==> config.mk <==
export PLATFORM = sky130hd
export DESIGN_NAME = selectable_string_hash_bucket
export DESIGN_NICKNAME = d
export VERILOG_FILES = /design/src/hw/rtl/sshb_pkg.sv /design/src/hw/rtl/selectable_string_hash_bucket.sv /design/src/hw/rtl/sshb_alu.sv /design/src/hw/rtl/sshb_div.sv
export VERILOG_INCLUDE_DIRS = /design/src /design/src/hw/rtl
export SDC_FILE = /design/constraint.sdc
export NUM_CORES = 2
export LEC_CHECK = 0
export ABC_AREA = 1
export BUFFER_PORTS_ARGS = -buffer_cell sky130_fd_sc_hd__buf_4
export CELL_PAD_IN_SITES_DETAIL_PLACEMENT = 1
export CELL_PAD_IN_SITES_GLOBAL_PLACEMENT = 2
export CORE_ASPECT_RATIO = 0.6
export CORE_MARGIN = 2
export CORE_UTILIZATION = 40
export CTS_BUF_LIST = sky130_fd_sc_hd__clkbuf_4
export CTS_CLUSTER_DIAMETER = 150
export DETAILED_ROUTE_END_ITERATION = 7
export HOLD_SLACK_MARGIN = 0.1
export PLACE_DENSITY_LB_ADDON = 0.15
export SYNTH_ARGS = -nofsm -noshare
export SYNTH_HDL_FRONTEND = slang
export SYNTH_SLANG_ARGS = --single-unit
==> constraint.sdc <==
create_clock -name aclk -period 13.1 [get_ports aclk]
set_input_delay 1.31 -clock aclk [delete_from_list [all_inputs] [get_ports aclk]]
set_output_delay 1.31 -clock aclk [all_outputs]
set_load 0.01 [all_outputs]
==> src/hw/rtl/selectable_string_hash_bucket_defines.svh <==
// ----------------------------------------------------------------------------
// Assertion macros for the selectable string hash bucket
// Shared concurrent assertion forms used by the RTL modules.
// ----------------------------------------------------------------------------
`ifndef SELECTABLE_STRING_HASH_BUCKET_DEFINES_SVH
`define SELECTABLE_STRING_HASH_BUCKET_DEFINES_SVH

// same-cycle implication, disabled during reset
`define SSHB_ASSERT_NOW(label, clk, rstn, ante, cons, msg) \
    label: assert property (@(posedge clk) disable iff (!(rstn)) (ante) |-> (cons)) \
        else $error(msg);

// next-cycle implication, disabled during reset
`define SSHB_ASSERT_NEXT(label, clk, rstn, ante, cons, msg) \
    label: assert property (@(posedge clk) disable iff (!(rstn)) (ante) |=> (cons)) \
        else $error(msg);

`endif

==> src/hw/rtl/sshb_pkg.sv <==
// ----------------------------------------------------------------------------
// sshb_pkg
// Types, codes and microcode tables for the selectable string hash bucket.
// ----------------------------------------------------------------------------
`timescale 1ns / 1ps

package sshb_pkg;

    localparam int HASH_W  = 64;
    localparam int TSIZE_W = 32;
    localparam int SEL_W   = 4;
    localparam int STEP_W  = 3;
    localparam int SHAMT_W = 5;
    localparam int CFG_IDX_W = 1;
    localparam int CFG_DATA_W = 32;

    localparam logic [CFG_IDX_W-1:0] CFG_HASH_SELECT = 1'd0;
    localparam logic [CFG_IDX_W-1:0] CFG_TABLE_SIZE  = 1'd1;

    localparam logic [SEL_W-1:0]   HASH_SELECT_RST = 4'd1;
    localparam logic [TSIZE_W-1:0] TABLE_SIZE_RST  = 32'd65537;

    localparam logic [SEL_W-1:0] RULE_SHIFT_OR  = 4'd0;
    localparam logic [SEL_W-1:0] RULE_TIMES101  = 4'd1;
    localparam logic [SEL_W-1:0] RULE_DJB2      = 4'd2;
    localparam logic [SEL_W-1:0] RULE_FNV       = 4'd3;
    localparam logic [SEL_W-1:0] RULE_SDBM      = 4'd4;
    localparam logic [SEL_W-1:0] RULE_SAX       = 4'd5;
    localparam logic [SEL_W-1:0] RULE_SXOR      = 4'd6;
    localparam logic [SEL_W-1:0] RULE_BERNSTEIN = 4'd7;
    localparam logic [SEL_W-1:0] RULE_XBERN     = 4'd8;
    localparam logic [SEL_W-1:0] RULE_OAAT      = 4'd9;
    localparam logic [SEL_W-1:0] RULE_ELF       = 4'd10;

    localparam logic [HASH_W-1:0] DJB2_START = 64'd5381;
    localparam logic [HASH_W-1:0] FNV_START  = 64'd2166136261;
    localparam logic [HASH_W-1:0] ELF_MASK   = 64'h0000_0000_F000_0000;

    typedef struct packed {
        logic [7:0] data_byte;
        logic       last_byte;
    } sshb_in_t;

    typedef struct packed {
        logic [HASH_W-1:0]  hash_value;
        logic [TSIZE_W-1:0] bucket_index;
    } sshb_out_t;

    typedef enum logic [2:0] {
        OP_ADD,
        OP_SUB,
        OP_XOR,
        OP_OR,
        OP_AND,
        OP_ANDN
    } alu_op_t;

    typedef enum logic {
        X_H,
        X_A
    } x_sel_t;

    typedef enum logic [1:0] {
        B_C,
        B_A,
        B_H,
        B_MASK
    } b_sel_t;

    typedef enum logic {
        D_H,
        D_A
    } dst_t;

    typedef struct packed {
        alu_op_t            op;
        x_sel_t             xsel;
        logic               sh_right;
        logic [SHAMT_W-1:0] sh_amt;
        b_sel_t             bsel;
        dst_t               dst;
        logic               done;
    } uop_t;

    typedef enum logic [2:0] {
        ST_IDLE,
        ST_FOLD,
        ST_FINISH,
        ST_DIV_START,
        ST_DIV,
        ST_DONE
    } state_t;

    function automatic logic [SEL_W-1:0] rule_of(input logic [SEL_W-1:0] sel);
        return (sel <= RULE_ELF) ? sel : RULE_TIMES101;
    endfunction

    function automatic logic [HASH_W-1:0] start_value(input logic [SEL_W-1:0] rule);
        logic [HASH_W-1:0] v;
        v = '0;
        if (rule == RULE_DJB2) begin
            v = DJB2_START;
        end else if (rule == RULE_FNV) begin
            v = FNV_START;
        end
        return v;
    endfunction

    function automatic uop_t mk(input alu_op_t op, input x_sel_t xs, input logic rt,
                                input int amt, input b_sel_t bs, input dst_t d,
                                input logic dn);
        uop_t u;
        u.op       = op;
        u.xsel     = xs;
        u.sh_right = rt;
        u.sh_amt   = SHAMT_W'(amt);
        u.bsel     = bs;
        u.dst      = d;
        u.done     = dn;
        return u;
    endfunction

    // per-byte fold sequences: h = running hash, a = scratch, c = sign-extended byte
    function automatic uop_t fold_uop(input logic [SEL_W-1:0] rule,
                                      input logic [STEP_W-1:0] step);
        uop_t u;
        u = mk(OP_OR, X_H, 1'b0, 5, B_C, D_H, 1'b1);
        case (rule)
            RULE_SHIFT_OR: begin
                u = mk(OP_OR, X_H, 1'b0, 5, B_C, D_H, 1'b1);
            end
            RULE_DJB2, RULE_BERNSTEIN: begin
                case (step)
                    3'd0: u = mk(OP_ADD, X_H, 1'b0, 5, B_C, D_A, 1'b0);
                    default: u = mk(OP_ADD, X_H, 1'b0, 0, B_A, D_H, 1'b1);
                endcase
            end
            RULE_FNV: begin
                case (step)
                    3'd0: u = mk(OP_ADD, X_H, 1'b0, 24, B_H, D_A, 1'b0);
                    3'd1: u = mk(OP_ADD, X_H, 1'b0, 8, B_A, D_A, 1'b0);
                    3'd2: u = mk(OP_ADD, X_H, 1'b0, 7, B_A, D_A, 1'b0);
                    3'd3: u = mk(OP_ADD, X_H, 1'b0, 4, B_A, D_A, 1'b0);
                    3'd4: u = mk(OP_ADD, X_H, 1'b0, 1, B_A, D_A, 1'b0);
                    default: u = mk(OP_XOR, X_A, 1'b0, 0, B_C, D_H, 1'b1);
                endcase
            end
            RULE_SDBM: begin
                case (step)
                    3'd0: u = mk(OP_ADD, X_H, 1'b0, 6, B_C, D_A, 1'b0);
                    3'd1: u = mk(OP_ADD, X_H, 1'b0, 16, B_A, D_A, 1'b0);
                    default: u = mk(OP_SUB, X_H, 1'b0, 0, B_A, D_H, 1'b1);
                endcase
            end
            RULE_SAX: begin
                case (step)
                    3'd0: u = mk(OP_ADD, X_H, 1'b0, 5, B_C, D_A, 1'b0);
                    3'd1: u = mk(OP_ADD, X_H, 1'b1, 2, B_A, D_A, 1'b0);
                    default: u = mk(OP_XOR, X_H, 1'b0, 0, B_A, D_H, 1'b1);
                endcase
            end
            RULE_SXOR: begin
                case (step)
                    3'd0: u = mk(OP_XOR, X_H, 1'b0, 4, B_C, D_A, 1'b0);
                    default: u = mk(OP_XOR, X_H, 1'b1, 28, B_A, D_H, 1'b1);
                endcase
            end
            RULE_XBERN: begin
                case (step)
                    3'd0: u = mk(OP_ADD, X_H, 1'b0, 5, B_H, D_A, 1'b0);
                    default: u = mk(OP_XOR, X_A, 1'b0, 0, B_C, D_H, 1'b1);
                endcase
            end
            RULE_OAAT: begin
                case (step)
                    3'd0: u = mk(OP_ADD, X_H, 1'b0, 0, B_C, D_H, 1'b0);
                    3'd1: u = mk(OP_ADD, X_H, 1'b0, 10, B_H, D_H, 1'b0);
                    default: u = mk(OP_XOR, X_H, 1'b1, 6, B_H, D_H, 1'b1);
                endcase
            end
            RULE_ELF: begin
                case (step)
                    3'd0: u = mk(OP_ADD, X_H, 1'b0, 4, B_C, D_H, 1'b0);
                    3'd1: u = mk(OP_AND, X_H, 1'b0, 0, B_MASK, D_A, 1'b0);
                    3'd2: u = mk(OP_XOR, X_A, 1'b1, 24, B_H, D_H, 1'b0);
                    default: u = mk(OP_ANDN, X_A, 1'b0, 0, B_H, D_H, 1'b1);
                endcase
            end
            default: begin
                case (step)
                    3'd0: u = mk(OP_ADD, X_H, 1'b0, 6, B_C, D_A, 1'b0);
                    3'd1: u = mk(OP_ADD, X_H, 1'b0, 5, B_A, D_A, 1'b0);
                    3'd2: u = mk(OP_ADD, X_H, 1'b0, 2, B_A, D_A, 1'b0);
                    default: u = mk(OP_ADD, X_H, 1'b0, 0, B_A, D_H, 1'b1);
                endcase
            end
        endcase
        return u;
    endfunction

    // one-at-a-time finishing avalanche
    function automatic uop_t finish_uop(input logic [STEP_W-1:0] step);
        uop_t u;
        case (step)
            3'd0: u = mk(OP_ADD, X_H, 1'b0, 3, B_H, D_H, 1'b0);
            3'd1: u = mk(OP_XOR, X_H, 1'b1, 11, B_H, D_H, 1'b0);
            default: u = mk(OP_ADD, X_H, 1'b0, 15, B_H, D_H, 1'b1);
        endcase
        return u;
    endfunction

endpackage

==> src/hw/rtl/selectable_string_hash_bucket.sv <==
// ----------------------------------------------------------------------------
// selectable_string_hash_bucket
// Byte-serial string hash with eleven selectable rules and bucket remainder.
// ----------------------------------------------------------------------------
// Usage:
//   s_ channel: one name byte per transaction (data_byte, last_byte).
//   m_ channel: one transaction per name, on its last byte: 64-bit hash and
//   hash modulo table_size (0 when table_size is 0).
//   cfg channel: cfg_index 0 = hash_select, 1 = table_size; always ready,
//   write only while the block is idle.
//   Each byte passes through the shared shift/op unit: one capture, then 1 to
//   6 microcode steps set by the rule (one-at-a-time adds 3 finishing steps
//   on the last byte). The last byte then passes through the divide start, the
//   bit-serial remainder unit and the load of the output register. s_ready is
//   high only between items.
//   If m_ready is low the result waits in the output register; the next name
//   can be folded meanwhile and stalls only at its own final load.
//   Reset (aresetn low, synchronous): hash_select = 1, table_size = 65537,
//   no name in progress, no result pending.
// ----------------------------------------------------------------------------
`timescale 1ns / 1ps

`include "selectable_string_hash_bucket_defines.svh"

module selectable_string_hash_bucket (
    input  logic                                 aclk,
    input  logic                                 aresetn,
    input  logic                                 s_valid,
    output logic                                 s_ready,
    input  sshb_pkg::sshb_in_t                   s_data,
    output logic                                 m_valid,
    input  logic                                 m_ready,
    output sshb_pkg::sshb_out_t                  m_data,
    input  logic                                 cfg_valid,
    output logic                                 cfg_ready,
    input  logic [sshb_pkg::CFG_IDX_W-1:0]       cfg_index,
    input  logic [sshb_pkg::CFG_DATA_W-1:0]      cfg_data
);

    sshb_pkg::state_t                 state_reg, state_next;
    logic [sshb_pkg::STEP_W-1:0]      step_reg, step_next;
    logic [sshb_pkg::SEL_W-1:0]       rule_reg, rule_next;
    logic                             last_reg, last_next;
    logic                             in_name_reg, in_name_next;
    logic [sshb_pkg::SEL_W-1:0]       hash_select_reg, hash_select_next;
    logic [sshb_pkg::TSIZE_W-1:0]     table_size_reg, table_size_next;
    logic [sshb_pkg::HASH_W-1:0]      h_reg, h_next;
    logic [sshb_pkg::HASH_W-1:0]      a_reg, a_next;
    logic [sshb_pkg::HASH_W-1:0]      c_reg, c_next;
    logic                             m_valid_reg, m_valid_next;
    sshb_pkg::sshb_out_t              out_reg, out_next;

    sshb_pkg::uop_t                   uop;
    logic [sshb_pkg::HASH_W-1:0]      alu_res;
    logic [sshb_pkg::SEL_W-1:0]       sel_rule;
    logic                             s_fire;
    logic                             alu_en;
    logic                             div_start;
    logic                             div_done;
    logic [sshb_pkg::TSIZE_W-1:0]     div_rem;

    assign s_fire   = s_valid && s_ready;
    assign sel_rule = sshb_pkg::rule_of(hash_select_reg);
    assign uop      = (state_reg == sshb_pkg::ST_FINISH) ? sshb_pkg::finish_uop(step_reg)
                                                         : sshb_pkg::fold_uop(rule_reg, step_reg);

    sshb_alu u_alu (
        .uop    (uop),
        .h_val  (h_reg),
        .a_val  (a_reg),
        .c_val  (c_reg),
        .result (alu_res)
    );

    sshb_div u_div (
        .aclk      (aclk),
        .aresetn   (aresetn),
        .start     (div_start),
        .dividend  (h_reg),
        .divisor   (table_size_reg),
        .done      (div_done),
        .remainder (div_rem)
    );

    // next state
    always_comb begin
        state_next = state_reg;
        case (state_reg)
            sshb_pkg::ST_IDLE: begin
                if (s_valid) begin
                    state_next = sshb_pkg::ST_FOLD;
                end
            end
            sshb_pkg::ST_FOLD: begin
                if (uop.done) begin
                    if (!last_reg) begin
                        state_next = sshb_pkg::ST_IDLE;
                    end else if (rule_reg == sshb_pkg::RULE_OAAT) begin
                        state_next = sshb_pkg::ST_FINISH;
                    end else begin
                        state_next = sshb_pkg::ST_DIV_START;
                    end
                end
            end
            sshb_pkg::ST_FINISH: begin
                if (uop.done) begin
                    state_next = sshb_pkg::ST_DIV_START;
                end
            end
            sshb_pkg::ST_DIV_START: begin
                state_next = sshb_pkg::ST_DIV;
            end
            sshb_pkg::ST_DIV: begin
                if (div_done) begin
                    state_next = sshb_pkg::ST_DONE;
                end
            end
            sshb_pkg::ST_DONE: begin
                if (!m_valid_reg || m_ready) begin
                    state_next = sshb_pkg::ST_IDLE;
                end
            end
            default: state_next = sshb_pkg::ST_IDLE;
        endcase
    end

    // state outputs
    always_comb begin
        s_ready   = 1'b0;
        alu_en    = 1'b0;
        div_start = 1'b0;
        case (state_reg)
            sshb_pkg::ST_IDLE:      s_ready   = 1'b1;
            sshb_pkg::ST_FOLD:      alu_en    = 1'b1;
            sshb_pkg::ST_FINISH:    alu_en    = 1'b1;
            sshb_pkg::ST_DIV_START: div_start = 1'b1;
            default: begin
            end
        endcase
    end

    // datapath
    always_comb begin
        step_next        = step_reg;
        rule_next        = rule_reg;
        last_next        = last_reg;
        in_name_next     = in_name_reg;
        hash_select_next = hash_select_reg;
        table_size_next  = table_size_reg;
        h_next           = h_reg;
        a_next           = a_reg;
        c_next           = c_reg;
        m_valid_next     = m_valid_reg;
        out_next         = out_reg;

        if (cfg_valid) begin
            case (cfg_index)
                sshb_pkg::CFG_HASH_SELECT: hash_select_next = cfg_data[sshb_pkg::SEL_W-1:0];
                sshb_pkg::CFG_TABLE_SIZE:  table_size_next  = cfg_data[sshb_pkg::TSIZE_W-1:0];
                default: begin
                end
            endcase
        end

        if (s_fire) begin
            rule_next = sel_rule;
            last_next = s_data.last_byte;
            c_next    = {{(sshb_pkg::HASH_W-8){s_data.data_byte[7]}}, s_data.data_byte};
            h_next    = in_name_reg ? h_reg : sshb_pkg::start_value(sel_rule);
            step_next = '0;
        end

        if (alu_en) begin
            if (uop.dst == sshb_pkg::D_A) begin
                a_next = alu_res;
            end else begin
                h_next = alu_res;
            end
            step_next = uop.done ? '0 : step_reg + 1'b1;
            if (uop.done && state_reg == sshb_pkg::ST_FOLD) begin
                in_name_next = !last_reg;
            end
        end

        if (m_valid_reg && m_ready) begin
            m_valid_next = 1'b0;
        end
        if (state_reg == sshb_pkg::ST_DONE && (!m_valid_reg || m_ready)) begin
            m_valid_next          = 1'b1;
            out_next.hash_value   = h_reg;
            out_next.bucket_index = (table_size_reg == '0) ? '0 : div_rem;
        end
    end

    always_ff @(posedge aclk) begin
        if (!aresetn) begin
            state_reg       <= sshb_pkg::ST_IDLE;
            step_reg        <= '0;
            in_name_reg     <= 1'b0;
            hash_select_reg <= sshb_pkg::HASH_SELECT_RST;
            table_size_reg  <= sshb_pkg::TABLE_SIZE_RST;
            m_valid_reg     <= 1'b0;
        end else begin
            state_reg       <= state_next;
            step_reg        <= step_next;
            in_name_reg     <= in_name_next;
            hash_select_reg <= hash_select_next;
            table_size_reg  <= table_size_next;
            m_valid_reg     <= m_valid_next;
        end
        rule_reg <= rule_next;
        last_reg <= last_next;
        h_reg    <= h_next;
        a_reg    <= a_next;
        c_reg    <= c_next;
        out_reg  <= out_next;
    end

    assign cfg_ready = 1'b1;
    assign m_valid   = m_valid_reg;
    assign m_data    = out_reg;

    `SSHB_ASSERT_NEXT(a_accept_folds, aclk, aresetn, s_fire,
        state_reg == sshb_pkg::ST_FOLD, "accepted byte did not enter fold")
    `SSHB_ASSERT_NOW(a_div_done_state, aclk, aresetn, div_done,
        state_reg == sshb_pkg::ST_DIV, "remainder finished outside divide state")
    `SSHB_ASSERT_NOW(a_bucket_range, aclk, aresetn, $rose(m_valid_reg),
        (table_size_reg == '0) || (out_reg.bucket_index < table_size_reg),
        "bucket index not below table size")
    `SSHB_ASSERT_NOW(a_finish_oaat, aclk, aresetn, state_reg == sshb_pkg::ST_FINISH,
        rule_reg == sshb_pkg::RULE_OAAT, "finish steps on a rule without them")

endmodule

==> src/hw/rtl/sshb_alu.sv <==
// ----------------------------------------------------------------------------
// sshb_alu
// Shared shift-and-operate unit: result = op(shift(x), b) on 64-bit words.
// ----------------------------------------------------------------------------
`timescale 1ns / 1ps

module sshb_alu (
    input  sshb_pkg::uop_t                uop,
    input  logic [sshb_pkg::HASH_W-1:0]   h_val,
    input  logic [sshb_pkg::HASH_W-1:0]   a_val,
    input  logic [sshb_pkg::HASH_W-1:0]   c_val,
    output logic [sshb_pkg::HASH_W-1:0]   result
);

    logic [sshb_pkg::HASH_W-1:0] x_val;
    logic [sshb_pkg::HASH_W-1:0] sx_val;
    logic [sshb_pkg::HASH_W-1:0] b_val;

    always_comb begin
        x_val = (uop.xsel == sshb_pkg::X_A) ? a_val : h_val;
        sx_val = uop.sh_right ? (x_val >> uop.sh_amt) : (x_val << uop.sh_amt);
        case (uop.bsel)
            sshb_pkg::B_C:    b_val = c_val;
            sshb_pkg::B_A:    b_val = a_val;
            sshb_pkg::B_H:    b_val = h_val;
            sshb_pkg::B_MASK: b_val = sshb_pkg::ELF_MASK;
            default:          b_val = c_val;
        endcase
    end

    always_comb begin
        case (uop.op)
            sshb_pkg::OP_ADD:  result = sx_val + b_val;
            sshb_pkg::OP_SUB:  result = b_val - sx_val;
            sshb_pkg::OP_XOR:  result = sx_val ^ b_val;
            sshb_pkg::OP_OR:   result = sx_val | b_val;
            sshb_pkg::OP_AND:  result = sx_val & b_val;
            sshb_pkg::OP_ANDN: result = b_val & ~sx_val;
            default:           result = sx_val + b_val;
        endcase
    end

endmodule

==> src/hw/rtl/sshb_div.sv <==
// ----------------------------------------------------------------------------
// sshb_div
// Restoring 64-by-32 remainder unit, one dividend bit per cycle.
// ----------------------------------------------------------------------------
`timescale 1ns / 1ps

`include "selectable_string_hash_bucket_defines.svh"

module sshb_div (
    input  logic                           aclk,
    input  logic                           aresetn,
    input  logic                           start,
    input  logic [sshb_pkg::HASH_W-1:0]    dividend,
    input  logic [sshb_pkg::TSIZE_W-1:0]   divisor,
    output logic                           done,
    output logic [sshb_pkg::TSIZE_W-1:0]   remainder
);

    localparam int CNT_W = $clog2(sshb_pkg::HASH_W);

    logic                           busy_reg, busy_next;
    logic                           done_reg, done_next;
    logic [CNT_W-1:0]               cnt_reg, cnt_next;
    logic [sshb_pkg::HASH_W-1:0]    dvd_reg, dvd_next;
    logic [sshb_pkg::TSIZE_W-1:0]   dvs_reg, dvs_next;
    logic [sshb_pkg::TSIZE_W-1:0]   rem_reg, rem_next;
    logic [sshb_pkg::TSIZE_W:0]     trial;
    logic [sshb_pkg::TSIZE_W:0]     diff;

    always_comb begin
        trial      = {rem_reg, dvd_reg[sshb_pkg::HASH_W-1]};
        diff       = trial - {1'b0, dvs_reg};
        busy_next  = busy_reg;
        done_next  = 1'b0;
        cnt_next   = cnt_reg;
        dvd_next   = dvd_reg;
        dvs_next   = dvs_reg;
        rem_next   = rem_reg;
        if (start) begin
            busy_next = 1'b1;
            cnt_next  = '0;
            dvd_next  = dividend;
            dvs_next  = divisor;
            rem_next  = '0;
        end else if (busy_reg) begin
            dvd_next = dvd_reg << 1;
            rem_next = (trial >= {1'b0, dvs_reg}) ? diff[sshb_pkg::TSIZE_W-1:0]
                                                  : trial[sshb_pkg::TSIZE_W-1:0];
            cnt_next = cnt_reg + 1'b1;
            if (cnt_reg == CNT_W'(sshb_pkg::HASH_W - 1)) begin
                busy_next = 1'b0;
                done_next = 1'b1;
            end
        end
    end

    always_ff @(posedge aclk) begin
        if (!aresetn) begin
            busy_reg <= 1'b0;
            done_reg <= 1'b0;
            cnt_reg  <= '0;
        end else begin
            busy_reg <= busy_next;
            done_reg <= done_next;
            cnt_reg  <= cnt_next;
        end
        dvd_reg <= dvd_next;
        dvs_reg <= dvs_next;
        rem_reg <= rem_next;
    end

    assign done      = done_reg;
    assign remainder = rem_reg;

    `SSHB_ASSERT_NOW(a_div_start_idle, aclk, aresetn, start, !busy_reg, "div start while busy")
    `SSHB_ASSERT_NOW(a_div_done_idle, aclk, aresetn, done_reg, !busy_reg, "div done while busy")
    `SSHB_ASSERT_NOW(a_div_rem_range, aclk, aresetn, busy_reg && !start,
        (dvs_reg == '0) || (rem_reg < dvs_reg), "partial remainder out of range")

endmodule

==> summary.md <==
| Metric | Value |
|---|---|
| Sequential share of the synthesized area | 0.316 |
| HPWL Detailed | between 100000 and 150000 µm |
| Tmin final | around 9.8 ns |
| Drt pass-1 iters | 6 |
| CTS Buffer Depth | 3 |
| Critical path type | reg -> reg |
| Worst setup margin | ~3.3 ns |
| Die area | roughly 0.09 mm² |
| First-pass GRT wire length | 258000 µm |
| Syn Nets | ~5300 |
| MaxCap Viol Count | 0 |
| Pre-CTS setup slack | about 3.7 ns |
| CTS tree | yes |
| Ys async rst share | 0 |
| Drt wl/cell | about 28 µm |
| Clock buffer count from CTS | slightly above 100 |
| Count of H-tree levels built during CTS | 3 |
| Core region area | around 0.086 mm² |
| Clock sink total | between 400 and 500 |
| Critical path's top delay family | compound AO/OA/AOI/OAI gates |
| Status | finished, final reports clean |
| CP endpoint kind | register |
| Die W | just under 400 µm |
| Yosys reg bits | 417 |
| Post_cts resized | 0 |
| CP startpoint kind | register |
| Commonest non-fill, non-tap cell in the layout | nand2_1 |
| CP max stage delay | ~0.7 ns |
| Most frequent cells in the layout | nand2_1 (1230), nand3_1 (931), inv_1 (434) |
| Fillers | about 11000 |
| Synth cell types | 68 |
| Crit Path Max Fanout | 36 |
| Final period util | 0.748 |
| IO Pins | ~150 |
| Mapped Area | between 0.03 and 0.04 mm² |
| Slowest CP cell | nand2_4 |
| Largest net degree at the start of global routing | 82 |
| Max-slew violations | 0 |
| Worst-path clk slew | 0.08 ns |
| Initial Utilization | 0.406 |
| Detail Route Antenna Nets | 0 |
| Nets@finish | between 5000 and 6000 |
| Buf+Inv Stages, Crit Path | 7 |
| GPL Wtd Cong | between 1 and 1.5 |
| Initial drt markers | between 5000 and 6000 |
| DR vias | slightly below 40000 |
| Largest area contributor in the netlist | edfxtp_1 |
| Post-synth EDFFs | between 200 and 300 |
| Max reg flops | 96 |
| RSZ-0062 raised after global routing | no |
| Ys flop type | edfxtp_1 |
| Syn-to-layout area delta | 9.23% |
| Fmax achieved | approximately 0.10 GHz |
| Final hold violation count | 0 |
| Worst path required time | 14.07 ns |
| Setup Fix Bufs, Post-CTS | 0 |
| Root Buffer | clkbuf_4 |
| Slew HR | 0.216 |
| Chip height | approximately 230 µm |
| Worst skew pair latency | between 1 and 1.5 ns |
| Synth warn | 0 |
| Yosys top cell area share | 0.231 |
| Via/cell ratio | between 6 and 7 |
| Global route total overflow | 0 |
| Setup_tns | 0 ns |
| Cell row count | 83 |
| Vias in the first global route | 36267 |
| Final Skew | 0.146 ns |
| Port bufs | approximately 140 |
| DRC | 0 |
| Total GRT Usage | 0.396 |
| Layout cells sized above 1 | 0.103 |
| CP arrival | approximately 11 ns |
| Synth area leaders | edfxtp_1 (23%), nand3_1 (13%), nand2_1 (13%) |
| Worst-Margin Slew | ~1.2 ns |
| # setup viols final | 0 |
| Post-CTS Hold Fix Bufs | 0 |
| Syn avg cell area | around 6.8 µm² |
| Hold WC Path Type | reg -> reg |
| Number of antenna violations at the first check in global routing | 18 |
| Post-Syn Instances | just over 5000 |
| DRT Wirelength | between 150000 and 200000 µm |
cell type report:
type,count,area [µm²],share of cell area
multi-input combinational,3959,20900,0.548
sequential,417,11000,0.289
inverter,482,1830,0.0478
timing repair buffer,203,1520,0.0399
tap,1147,1440,0.0376
clock buffer,161,1210,0.0316
clock inverter,35,215,0.00563
antenna,7,17.5,0.000459
kinds of logic after synthesis:
family	count (synthesis)	synth area share
AO/OA/AOI/OAI	854	0.145
XOR/XNOR	132	0.0335
adder cells (fa/ha/maj)	178	0.0641
buffers and inverters	747	0.0887
flip-flops	417	0.316
other	1	0.000107
AND/OR/NAND/NOR	2794	0.353
synthesized netlist by cell type (51+ instances only):
| library cell | number |
|---|---|
| nor2_1 | 419 |
| o2111ai_1 | 59 |
| nand2_1 | 1230 |
| nand4_1 | 58 |
| xor2_1 | 89 |
| o21ai_0 | 286 |
| clkbuf_1 | 147 |
| inv_1 | 440 |
| buf_2 | 63 |
| a21oi_1 | 251 |
| edfxtp_1 | 269 |
| dfxtp_1 | 148 |
| nand3_1 | 931 |
| o211ai_1 | 67 |
| ha_1 | 176 |
| nor2_2 | 51 |
final timing paths:
kind	startpoint	endpoint	slack, ns	depth (start not counted)
worst max register to register	step_reg[0]	h_reg[60]	3.30	39
worst max-delay path	step_reg[0]	h_reg[60]	3.30	39
worst min-delay path	h_reg[62]	m_data[94]	0.44	0
worst min register to register	h_reg[62]	m_data[94]	0.44	0
worst register-to-register path, delay by kind of cell (launching register included):
family | cells | cell delay [ns]
AOI/OAI and AO/OA | 12 | 3.52
xor gates and xnor gates | 1 | 0.10
adders and majority gates | 3 | 1.03
buffers and inverters | 7 | 1.27
DFF | 1 | 0.33
and+or+nand+nor | 16 | 3.51
routing by layer:
metal,track usage,share of wire,vias up
li1,-,-,17726
met1,0.619,0.48,19149
met2,0.445,0.33,2185
met3,0.231,0.18,152
met4,0.0537,0.011,10
met5,0,0.0014,-
stage by stage:
| stage | hold slack (ns) | util | std cells | area (µm²) |
|---|---|---|---|---|
| 2_1_floorplan | 0.424 | - | 5123 | 35000 |
| 3_3_place_gp | 0.446 | 0.427 | 6207 | 36800 |
| 3_5_place_dp | 0.450 | 0.427 | 6207 | 36800 |
| 4_1_cts | 0.405 | 0.443 | 6403 | 38200 |
| 5_1_grt | 0.419 | 0.444 | 6411 | 38200 |
| 6_report | 0.444 | 0.444 | 6411 | 38200 |
Power is left out: the tool's default activity adds up to more than one toggle a clock period on the data nets, which glitch-free logic cannot reach.
